--- config.mk ---
export PLATFORM = sky130hd
export DESIGN_NAME = mandelbrot_escape_time_pixel
export DESIGN_NICKNAME = d
export VERILOG_FILES = /design/src/sv/met_pkg.sv /design/src/sv/mandelbrot_escape_time_pixel.sv
export SDC_FILE = /design/constraint.sdc
export NUM_CORES = 2
export LEC_CHECK = 0
export BUFFER_PORTS_ARGS = -buffer_cell sky130_fd_sc_hd__buf_2
export CAP_MARGIN = 20
export CELL_PAD_IN_SITES_DETAIL_PLACEMENT = 0
export CELL_PAD_IN_SITES_GLOBAL_PLACEMENT = 1
export CORE_MARGIN = 3
export CORE_UTILIZATION = 52
export DETAILED_ROUTE_END_ITERATION = 8
export PLACE_DENSITY_LB_ADDON = 0.1
export SLEW_MARGIN = 20
export SYNTH_ARGS = -nofsm -noshare
export SYNTH_HDL_FRONTEND = slang
export SYNTH_SLANG_ARGS = --single-unit
--- constraint.sdc ---
create_clock -name clk -period 14.7 [get_ports clk]
set_input_delay 1.47 -clock clk [delete_from_list [all_inputs] [get_ports clk]]
set_output_delay 1.47 -clock clk [all_outputs]
set_load 0.005 [all_outputs]
--- src/sv/met_pkg.sv ---
// Shared constants for the mandelbrot escape-time pixel block.
// State codes, register indexes and fixed field widths; no dependencies.
package met_pkg;

  localparam int WORD_W  = 32;
  localparam int COORD_W = 12;
  localparam int THR_W   = 31;
  localparam int GRAY_W  = 8;
  localparam int ITER_W  = 7;
  localparam int CIDX_W  = 3;
  localparam int STATE_W = 4;

  typedef logic [STATE_W-1:0] state_t;
  typedef logic signed [WORD_W-1:0] word_t;

  // configuration register indexes
  localparam logic [CIDX_W-1:0] REG_REAL_ORIGIN = 3'd0;
  localparam logic [CIDX_W-1:0] REG_IMAG_ORIGIN = 3'd1;
  localparam logic [CIDX_W-1:0] REG_REAL_STEP   = 3'd2;
  localparam logic [CIDX_W-1:0] REG_IMAG_STEP   = 3'd3;
  localparam logic [CIDX_W-1:0] REG_ESC_THR     = 3'd4;

  // register reset values
  localparam word_t             RST_REAL_ORIGIN = -32'sd536870912;
  localparam word_t             RST_IMAG_ORIGIN = -32'sd268435456;
  localparam word_t             RST_REAL_STEP   = 32'sd786432;
  localparam word_t             RST_IMAG_STEP   = 32'sd699051;
  localparam logic [THR_W-1:0]  RST_ESC_THR     = 31'd1073741824;

  // sequencer states
  localparam state_t S_IDLE = 4'd0;
  localparam state_t S_MR   = 4'd1;
  localparam state_t S_MI   = 4'd2;
  localparam state_t S_CI   = 4'd3;
  localparam state_t S_II   = 4'd4;
  localparam state_t S_RI   = 4'd5;
  localparam state_t S_UPD  = 4'd6;
  localparam state_t S_GRAY = 4'd7;
  localparam state_t S_DIV  = 4'd8;
  localparam state_t S_OUT  = 4'd9;

endpackage

--- src/sv/mandelbrot_escape_time_pixel.sv ---
// Mandelbrot escape-time evaluator for one pixel per transaction.
// Uses met_pkg for state codes, register indexes and field widths.
// A pixel (column, row) maps to c = origin + index * step; z = z*z + c is iterated from zero
// in signed fixed point with FRAC_BITS fraction bits until MAX_ITERATIONS is reached or
// |z|^2 exceeds the escape threshold. All products go through one registered 32x32 signed
// multiplier: states S_MR, S_MI and S_CI map the coordinate, then each iteration passes
// through S_II, S_RI and S_UPD (z_re^2, z_im^2 with the escape test, z_re*z_im). A pixel
// that escapes runs S_II and S_RI once more for the failing escape test, then S_GRAY feeds
// count * 510 + limit times the reciprocal of twice the limit into the multiplier, S_DIV
// takes the rounded gray level from the product and S_OUT loads the output register.
// A pixel that reaches the limit skips the escape test and the multiply and goes from
// S_GRAY straight to S_OUT. The sequencer returns to idle before the next pixel is accepted;
// the multiplier is the bottleneck. in_stall stays high while a pixel is in progress, and a
// finished result may wait in the output register while the next pixel is accepted.
module mandelbrot_escape_time_pixel
  import met_pkg::*;
#(
  parameter int MAX_ITERATIONS = 100,
  parameter int FRAC_BITS      = 28
) (
  input  logic                clk,
  input  logic                rst_n,
  input  logic                cfg_we,
  input  logic [CIDX_W-1:0]   cfg_index,
  input  logic [WORD_W-1:0]   cfg_wdata,
  input  logic                in_valid,
  output logic                in_stall,
  input  logic [COORD_W-1:0]  in_column,
  input  logic [COORD_W-1:0]  in_row,
  output logic                out_valid,
  input  logic                out_stall,
  output logic [GRAY_W-1:0]   out_gray,
  output logic [ITER_W-1:0]   out_iterations,
  output logic                out_inside_res
);

  localparam int CNT_W = $clog2(MAX_ITERATIONS + 1);
  localparam int SQ_W  = 2 * WORD_W - FRAC_BITS;
  localparam int NUM_W = $clog2(MAX_ITERATIONS * 511 + 1);
  // reciprocal of twice the limit, exact floor division for any NUM_W-bit numerator
  localparam int     GSH      = NUM_W + $clog2(2 * MAX_ITERATIONS);
  localparam longint RCP_L    = ((longint'(1) << GSH) + 2 * MAX_ITERATIONS - 1) /
                                (2 * MAX_ITERATIONS);
  localparam word_t  GRAY_RCP = WORD_W'(RCP_L);
  localparam logic [CNT_W-1:0] CNT_MAX  = CNT_W'(MAX_ITERATIONS);
  localparam logic [NUM_W-1:0] NUM_OFS  = NUM_W'(MAX_ITERATIONS);

  // configuration registers
  word_t             real_origin_r, imag_origin_r, real_step_r, imag_step_r;
  logic [THR_W-1:0]  esc_thr_r;

  // datapath and control registers
  state_t                   state_r, state_nxt;
  logic [COORD_W-1:0]       col_r, col_nxt, row_r, row_nxt;
  word_t                    cr_r, cr_nxt, ci_r, ci_nxt;
  word_t                    zr_r, zr_nxt, zi_r, zi_nxt;
  logic signed [2*WORD_W-1:0] prod_r;
  logic signed [SQ_W-1:0]   rr_r, rr_nxt;
  logic [CNT_W-1:0]         count_r, count_nxt;
  logic [GRAY_W-1:0]        gray_r, gray_nxt;
  logic                     out_valid_r, out_valid_nxt;
  logic [GRAY_W-1:0]        out_gray_r, out_gray_nxt;
  logic [ITER_W-1:0]        out_iter_r, out_iter_nxt;
  logic                     out_inside_r, out_inside_nxt;

  // shared multiplier operands
  word_t mul_a, mul_b;

  logic signed [2*WORD_W-1:0] sq_full, ri_full;
  logic signed [SQ_W-1:0]     ii_cur;
  logic signed [SQ_W:0]       esc_sum, thr_ext;
  logic                       escape;
  logic [NUM_W-1:0]           cnt_w, num;
  logic [CNT_W+ITER_W-1:0]    cnt_ext;

  always_comb begin
    case (state_r)
      S_MR: begin
        mul_a = $signed(WORD_W'(col_r));
        mul_b = real_step_r;
      end
      S_MI: begin
        mul_a = $signed(WORD_W'(row_r));
        mul_b = imag_step_r;
      end
      S_II: begin
        mul_a = zi_r;
        mul_b = zi_r;
      end
      S_RI: begin
        mul_a = zr_r;
        mul_b = zi_r;
      end
      S_GRAY: begin
        mul_a = $signed(WORD_W'(num));
        mul_b = GRAY_RCP;
      end
      default: begin
        mul_a = zr_r;
        mul_b = zr_r;
      end
    endcase
  end

  assign sq_full = prod_r >>> FRAC_BITS;
  assign ri_full = prod_r >>> (FRAC_BITS - 1);
  assign ii_cur  = sq_full[SQ_W-1:0];
  assign esc_sum = (SQ_W+1)'(rr_r) + (SQ_W+1)'(ii_cur);
  assign thr_ext = $signed({{(SQ_W+1-THR_W){1'b0}}, esc_thr_r});
  assign escape  = esc_sum > thr_ext;

  // count * 510 + limit, numerator of the rounded gray level
  assign cnt_w   = NUM_W'(count_r);
  assign num     = (cnt_w << 9) - (cnt_w << 1) + NUM_OFS;
  assign cnt_ext = {{ITER_W{1'b0}}, count_r};

  always_comb begin
    state_nxt      = state_r;
    col_nxt        = col_r;
    row_nxt        = row_r;
    cr_nxt         = cr_r;
    ci_nxt         = ci_r;
    zr_nxt         = zr_r;
    zi_nxt         = zi_r;
    rr_nxt         = rr_r;
    count_nxt      = count_r;
    gray_nxt       = gray_r;
    out_valid_nxt  = out_valid_r && out_stall;
    out_gray_nxt   = out_gray_r;
    out_iter_nxt   = out_iter_r;
    out_inside_nxt = out_inside_r;
    case (state_r)
      S_IDLE: begin
        if (in_valid) begin
          col_nxt   = in_column;
          row_nxt   = in_row;
          zr_nxt    = '0;
          zi_nxt    = '0;
          count_nxt = '0;
          state_nxt = S_MR;
        end
      end
      S_MR: state_nxt = S_MI;
      S_MI: begin
        cr_nxt    = real_origin_r + prod_r[WORD_W-1:0];
        state_nxt = S_CI;
      end
      S_CI: begin
        ci_nxt    = imag_origin_r + prod_r[WORD_W-1:0];
        state_nxt = S_II;
      end
      S_II: begin
        rr_nxt    = sq_full[SQ_W-1:0];
        state_nxt = S_RI;
      end
      S_RI: begin
        if (escape) begin
          state_nxt = S_GRAY;
        end else begin
          zr_nxt    = rr_r[WORD_W-1:0] - ii_cur[WORD_W-1:0] + cr_r;
          state_nxt = S_UPD;
        end
      end
      S_UPD: begin
        // multiplier already squares the new real part here
        zi_nxt    = ri_full[WORD_W-1:0] + ci_r;
        count_nxt = count_r + 1'b1;
        state_nxt = (count_nxt == CNT_MAX) ? S_GRAY : S_II;
      end
      S_GRAY: begin
        if (count_r == CNT_MAX) begin
          gray_nxt  = '1;
          state_nxt = S_OUT;
        end else begin
          state_nxt = S_DIV;
        end
      end
      S_DIV: begin
        // scaled product holds the quotient above GSH
        gray_nxt  = prod_r[GSH +: GRAY_W];
        state_nxt = S_OUT;
      end
      S_OUT: begin
        if (!out_valid_r || !out_stall) begin
          out_valid_nxt  = 1'b1;
          out_gray_nxt   = gray_r;
          out_iter_nxt   = cnt_ext[ITER_W-1:0];
          out_inside_nxt = (count_r == CNT_MAX);
          state_nxt      = S_IDLE;
        end
      end
      default: state_nxt = S_IDLE;
    endcase
  end

  always_ff @(posedge clk) begin
    if (!rst_n) begin
      state_r       <= S_IDLE;
      out_valid_r   <= 1'b0;
      real_origin_r <= RST_REAL_ORIGIN;
      imag_origin_r <= RST_IMAG_ORIGIN;
      real_step_r   <= RST_REAL_STEP;
      imag_step_r   <= RST_IMAG_STEP;
      esc_thr_r     <= RST_ESC_THR;
    end else begin
      state_r     <= state_nxt;
      out_valid_r <= out_valid_nxt;
      if (cfg_we) begin
        case (cfg_index)
          REG_REAL_ORIGIN: real_origin_r <= $signed(cfg_wdata);
          REG_IMAG_ORIGIN: imag_origin_r <= $signed(cfg_wdata);
          REG_REAL_STEP:   real_step_r   <= $signed(cfg_wdata);
          REG_IMAG_STEP:   imag_step_r   <= $signed(cfg_wdata);
          REG_ESC_THR:     esc_thr_r     <= cfg_wdata[THR_W-1:0];
          default: ;
        endcase
      end
    end
  end

  always_ff @(posedge clk) begin
    prod_r       <= mul_a * mul_b;
    col_r        <= col_nxt;
    row_r        <= row_nxt;
    cr_r         <= cr_nxt;
    ci_r         <= ci_nxt;
    zr_r         <= zr_nxt;
    zi_r         <= zi_nxt;
    rr_r         <= rr_nxt;
    count_r      <= count_nxt;
    gray_r       <= gray_nxt;
    out_gray_r   <= out_gray_nxt;
    out_iter_r   <= out_iter_nxt;
    out_inside_r <= out_inside_nxt;
  end

  assign in_stall       = (state_r != S_IDLE);
  assign out_valid      = out_valid_r;
  assign out_gray       = out_gray_r;
  assign out_iterations = out_iter_r;
  assign out_inside_res = out_inside_r;

  // a new result only comes from the output load state
  a_out_from_seq: assert property (@(posedge clk) disable iff (!rst_n)
    $rose(out_valid_r) |-> $past(state_r) == S_OUT)
    else $error("result appeared outside output load");

  // iteration count never passes the limit while iterating
  a_count_bound: assert property (@(posedge clk) disable iff (!rst_n)
    (state_r == S_II || state_r == S_RI || state_r == S_UPD) |-> count_r < CNT_MAX)
    else $error("iteration count past limit");

  // inside pixels always read as full white
  a_inside_gray: assert property (@(posedge clk) disable iff (!rst_n)
    (out_valid_r && out_inside_r) |-> out_gray_r == '1)
    else $error("inside pixel without full gray");

endmodule

==> out/results.tsv <==
metric	value	unit
status	completed	
Worst-Skew Late Latency	0.63	ns
Async S/R FF share, synth	0	
sequential area share after synthesis	0.183	
Critical-path top delay cell	dfxtp_1	
RSZ-0062 raised after global routing	false	
CTS max path bufs	3	
Slew Viols, Final	0	
vias in the first global route	48450	
initial core utilization	0.529	
Setup violations, final	0	
Post-CTS Setup Repair Bufs	0	
share of layout cells above drive strength 1	0.0572	
area leader, netlist	fa_1	
final hold violation count	0	
global route total overflow	0	
largest cells by area after synthesis	fa_1 37%, edfxtp_1 11%, inv_1 7.9%, ha_1 7.8%, dfxtp_1 7.5%	
CP Max Fanout	60	
grt met2 use	0.519	
antenna viol nets, final	0	
DP HPWL	160	mm
Chip Width	348	um
CTS tree	yes	
clk slew on worst S/H paths	0.07	ns
crit path DAT	12.07	ns
Synthesized Nets	8245	
filler instances	10489	
Avg Vias per Cell	5.69	
CORE AREA	115000	um2
Most common cell on crit path	fa_1	
Yosys cell types	87	
first-pass GRT wire length	303	mm
YS warnings	0	
RD Place Congestion	0.936	
Max-Cap Viols	0	
gr busiest metal	met2	
DIE AREA	121000	um2
flop and latch count out of synthesis	447	
drt wl/cell	24.1	um
clock sink total	447	
largest net degree at the start of global routing	102	
die height	348	um
Post-Syn Area	60900	um2
Slew HR	0.196	
worst hold path class	reg -> reg	
Num CTS Buffers	51	
Hold Slack	0.424	ns
EDFF count, synth	219	
# DRC	0	
synth-to-layout area growth	7.12	%
Setup CP Type	reg -> reg	
total I/O pin count	82	
post-synth top area share	0.367	
DRT Pass-1 Iters	8	
count of input and output buffers	81	
Syn Inst Count	6683	
Tot GR Track Use	0.336	
H-tree levels	2	
GR met3 Demand/Resource	0.0529	
Setup crit start kind	register	
Req. time, crit path	15.18	ns
setup tns final	0	ns
Root Driver	clkbuf_16	
Syn Area/Cell	9.12	um2
Clock Skews	0.0380	ns
fin crit share	0.789	
Row Count	124	
Final #Nets	8247	
Final Critical Period	11.59	ns
initial antenna violation count	6	
initial DRC count	4050	
met1 GRT Util	0.484	
Fmax	86.3	MHz
post-cts resize count	0	
via count	46911	
CTS Hold Buffers Added	0	
worst slew pin tran	1.20	ns
CP max stage delay	0.73	ns
top_reg_cell synth	dfxtp_1	
final wirelength	199	mm
critical path capture point type	register	
-- layout by cell type (no fill, tap or decap), types with 35 or more instances in the layout --
cell type,n
a22oi_1,35
fa_1,1116
o21a_1,44
a21oi_1,208
inv_1,1289
a21o_1,120
dfxtp_1,228
nand3_1,71
edfxtp_1,219
nor2_1,486
buf_4,146
nand2_1,1191
buf_2,80
xnor2_1,132
nand2b_1,35
clkbuf_16,52
ha_1,381
a21boi_0,140
xor2_1,88
o21ai_0,108
-- kinds of logic after synthesis --
family | after synthesis | synth area share
and+or+nand+nor | 2005 | 0.136
buffers and inverters | 1566 | 0.0969
adders and majority gates | 1498 | 0.445
AOI/OAI and AO/OA | 944 | 0.107
DFF | 447 | 0.183
xor gates and xnor gates | 220 | 0.0316
muxes | 3 | 0.000493
-- cell type report --
cell class                 count  area (um2)  share of cell area
antenna                        2        5.00           0.0000767
timing repair buffer         226        1500              0.0229
clock inverter                40         504             0.00773
tap                         1512        1890              0.0290
clock buffer                  56        1350              0.0206
inverter                    1289        4840              0.0741
multi-input combinational   4670       44000               0.675
sequential                   447       11100               0.171
-- Yosys cell counts (all sizes together), types with 18 or more instances --
cell type  count
and2          34
clkbuf       242
and3          18
a21oi        210
nand4         30
or3           18
xnor2        132
edfxtp       219
a31oi         18
a22oi         35
nand3         71
xor2          88
a21o         121
o21a          51
fa          1117
inv         1289
o21ai        149
nand2       1193
buf           35
a22o          18
nor2         490
dfxtp        228
o21bai        27
nor3          31
nor2b         26
a222oi        26
a21boi       144
nand2b        35
ha           381
a211oi        31
-- worst paths after layout --
kind / from / end / slack (ns) / depth (start not counted)
max: state_r[0]$_SDFFE_PN0P_ / prod_r[63]$_DFF_P_ / 3.11 / 33
min reg2reg: gray_r[5]$_SDFFCE_PN1P_ / out_gray[5]$_DFFE_PP_ / 0.42 / 0
max reg2reg: state_r[0]$_SDFFE_PN0P_ / prod_r[63]$_DFF_P_ / 3.11 / 33
min: gray_r[5]$_SDFFCE_PN1P_ / out_gray[5]$_DFFE_PP_ / 0.42 / 0
-- critical path, delay by kind of cell (launching register included) --
family          cells  cell delay [ns]
buf+inv             7             1.20
xor+xnor            3             0.48
simple gates        7             1.67
fa+ha+maj           9             4.18
flops               1             0.73
compound gates      7             3.11
-- registers in the layout (all words and copies together), names as in the netlist, 7 cells and up --
register,count
col_r,12
row_r,12
cr_r,32
out_gray,8
imag_step_r,32
real_origin_r,32
zr_r,32
real_step_r,32
rr_r,36
ci_r,32
out_iterations,7
zi_r,32
gray_r,8
prod_r,64
count_r,7
esc_thr_r,31
imag_origin_r,32
-- per-stage QoR --
stage / setup WS (ns) / cell area, um2 / util / instances
global route: 2.53 / 65300 / 0.566 / 8240
floorplan: 4.55 / 60900 / - / 6683
CTS: 3.11 / 65200 / 0.566 / 8239
global placement: 3.32 / 63400 / 0.550 / 8142
detailed placement: 3.17 / 63400 / 0.550 / 8143
finish: 3.11 / 65300 / 0.566 / 8242
-- metal layers --
metal | vias up | share of wire
li1 | 20834 | -
met1 | 23705 | 0.43
met2 | 1993 | 0.44
met3 | 373 | 0.090
met4 | 6 | 0.044
met5 | - | 0.00039
Power is not shown: default switching activity piles up to over one toggle a cycle in this logic, so the estimate is an artifact.
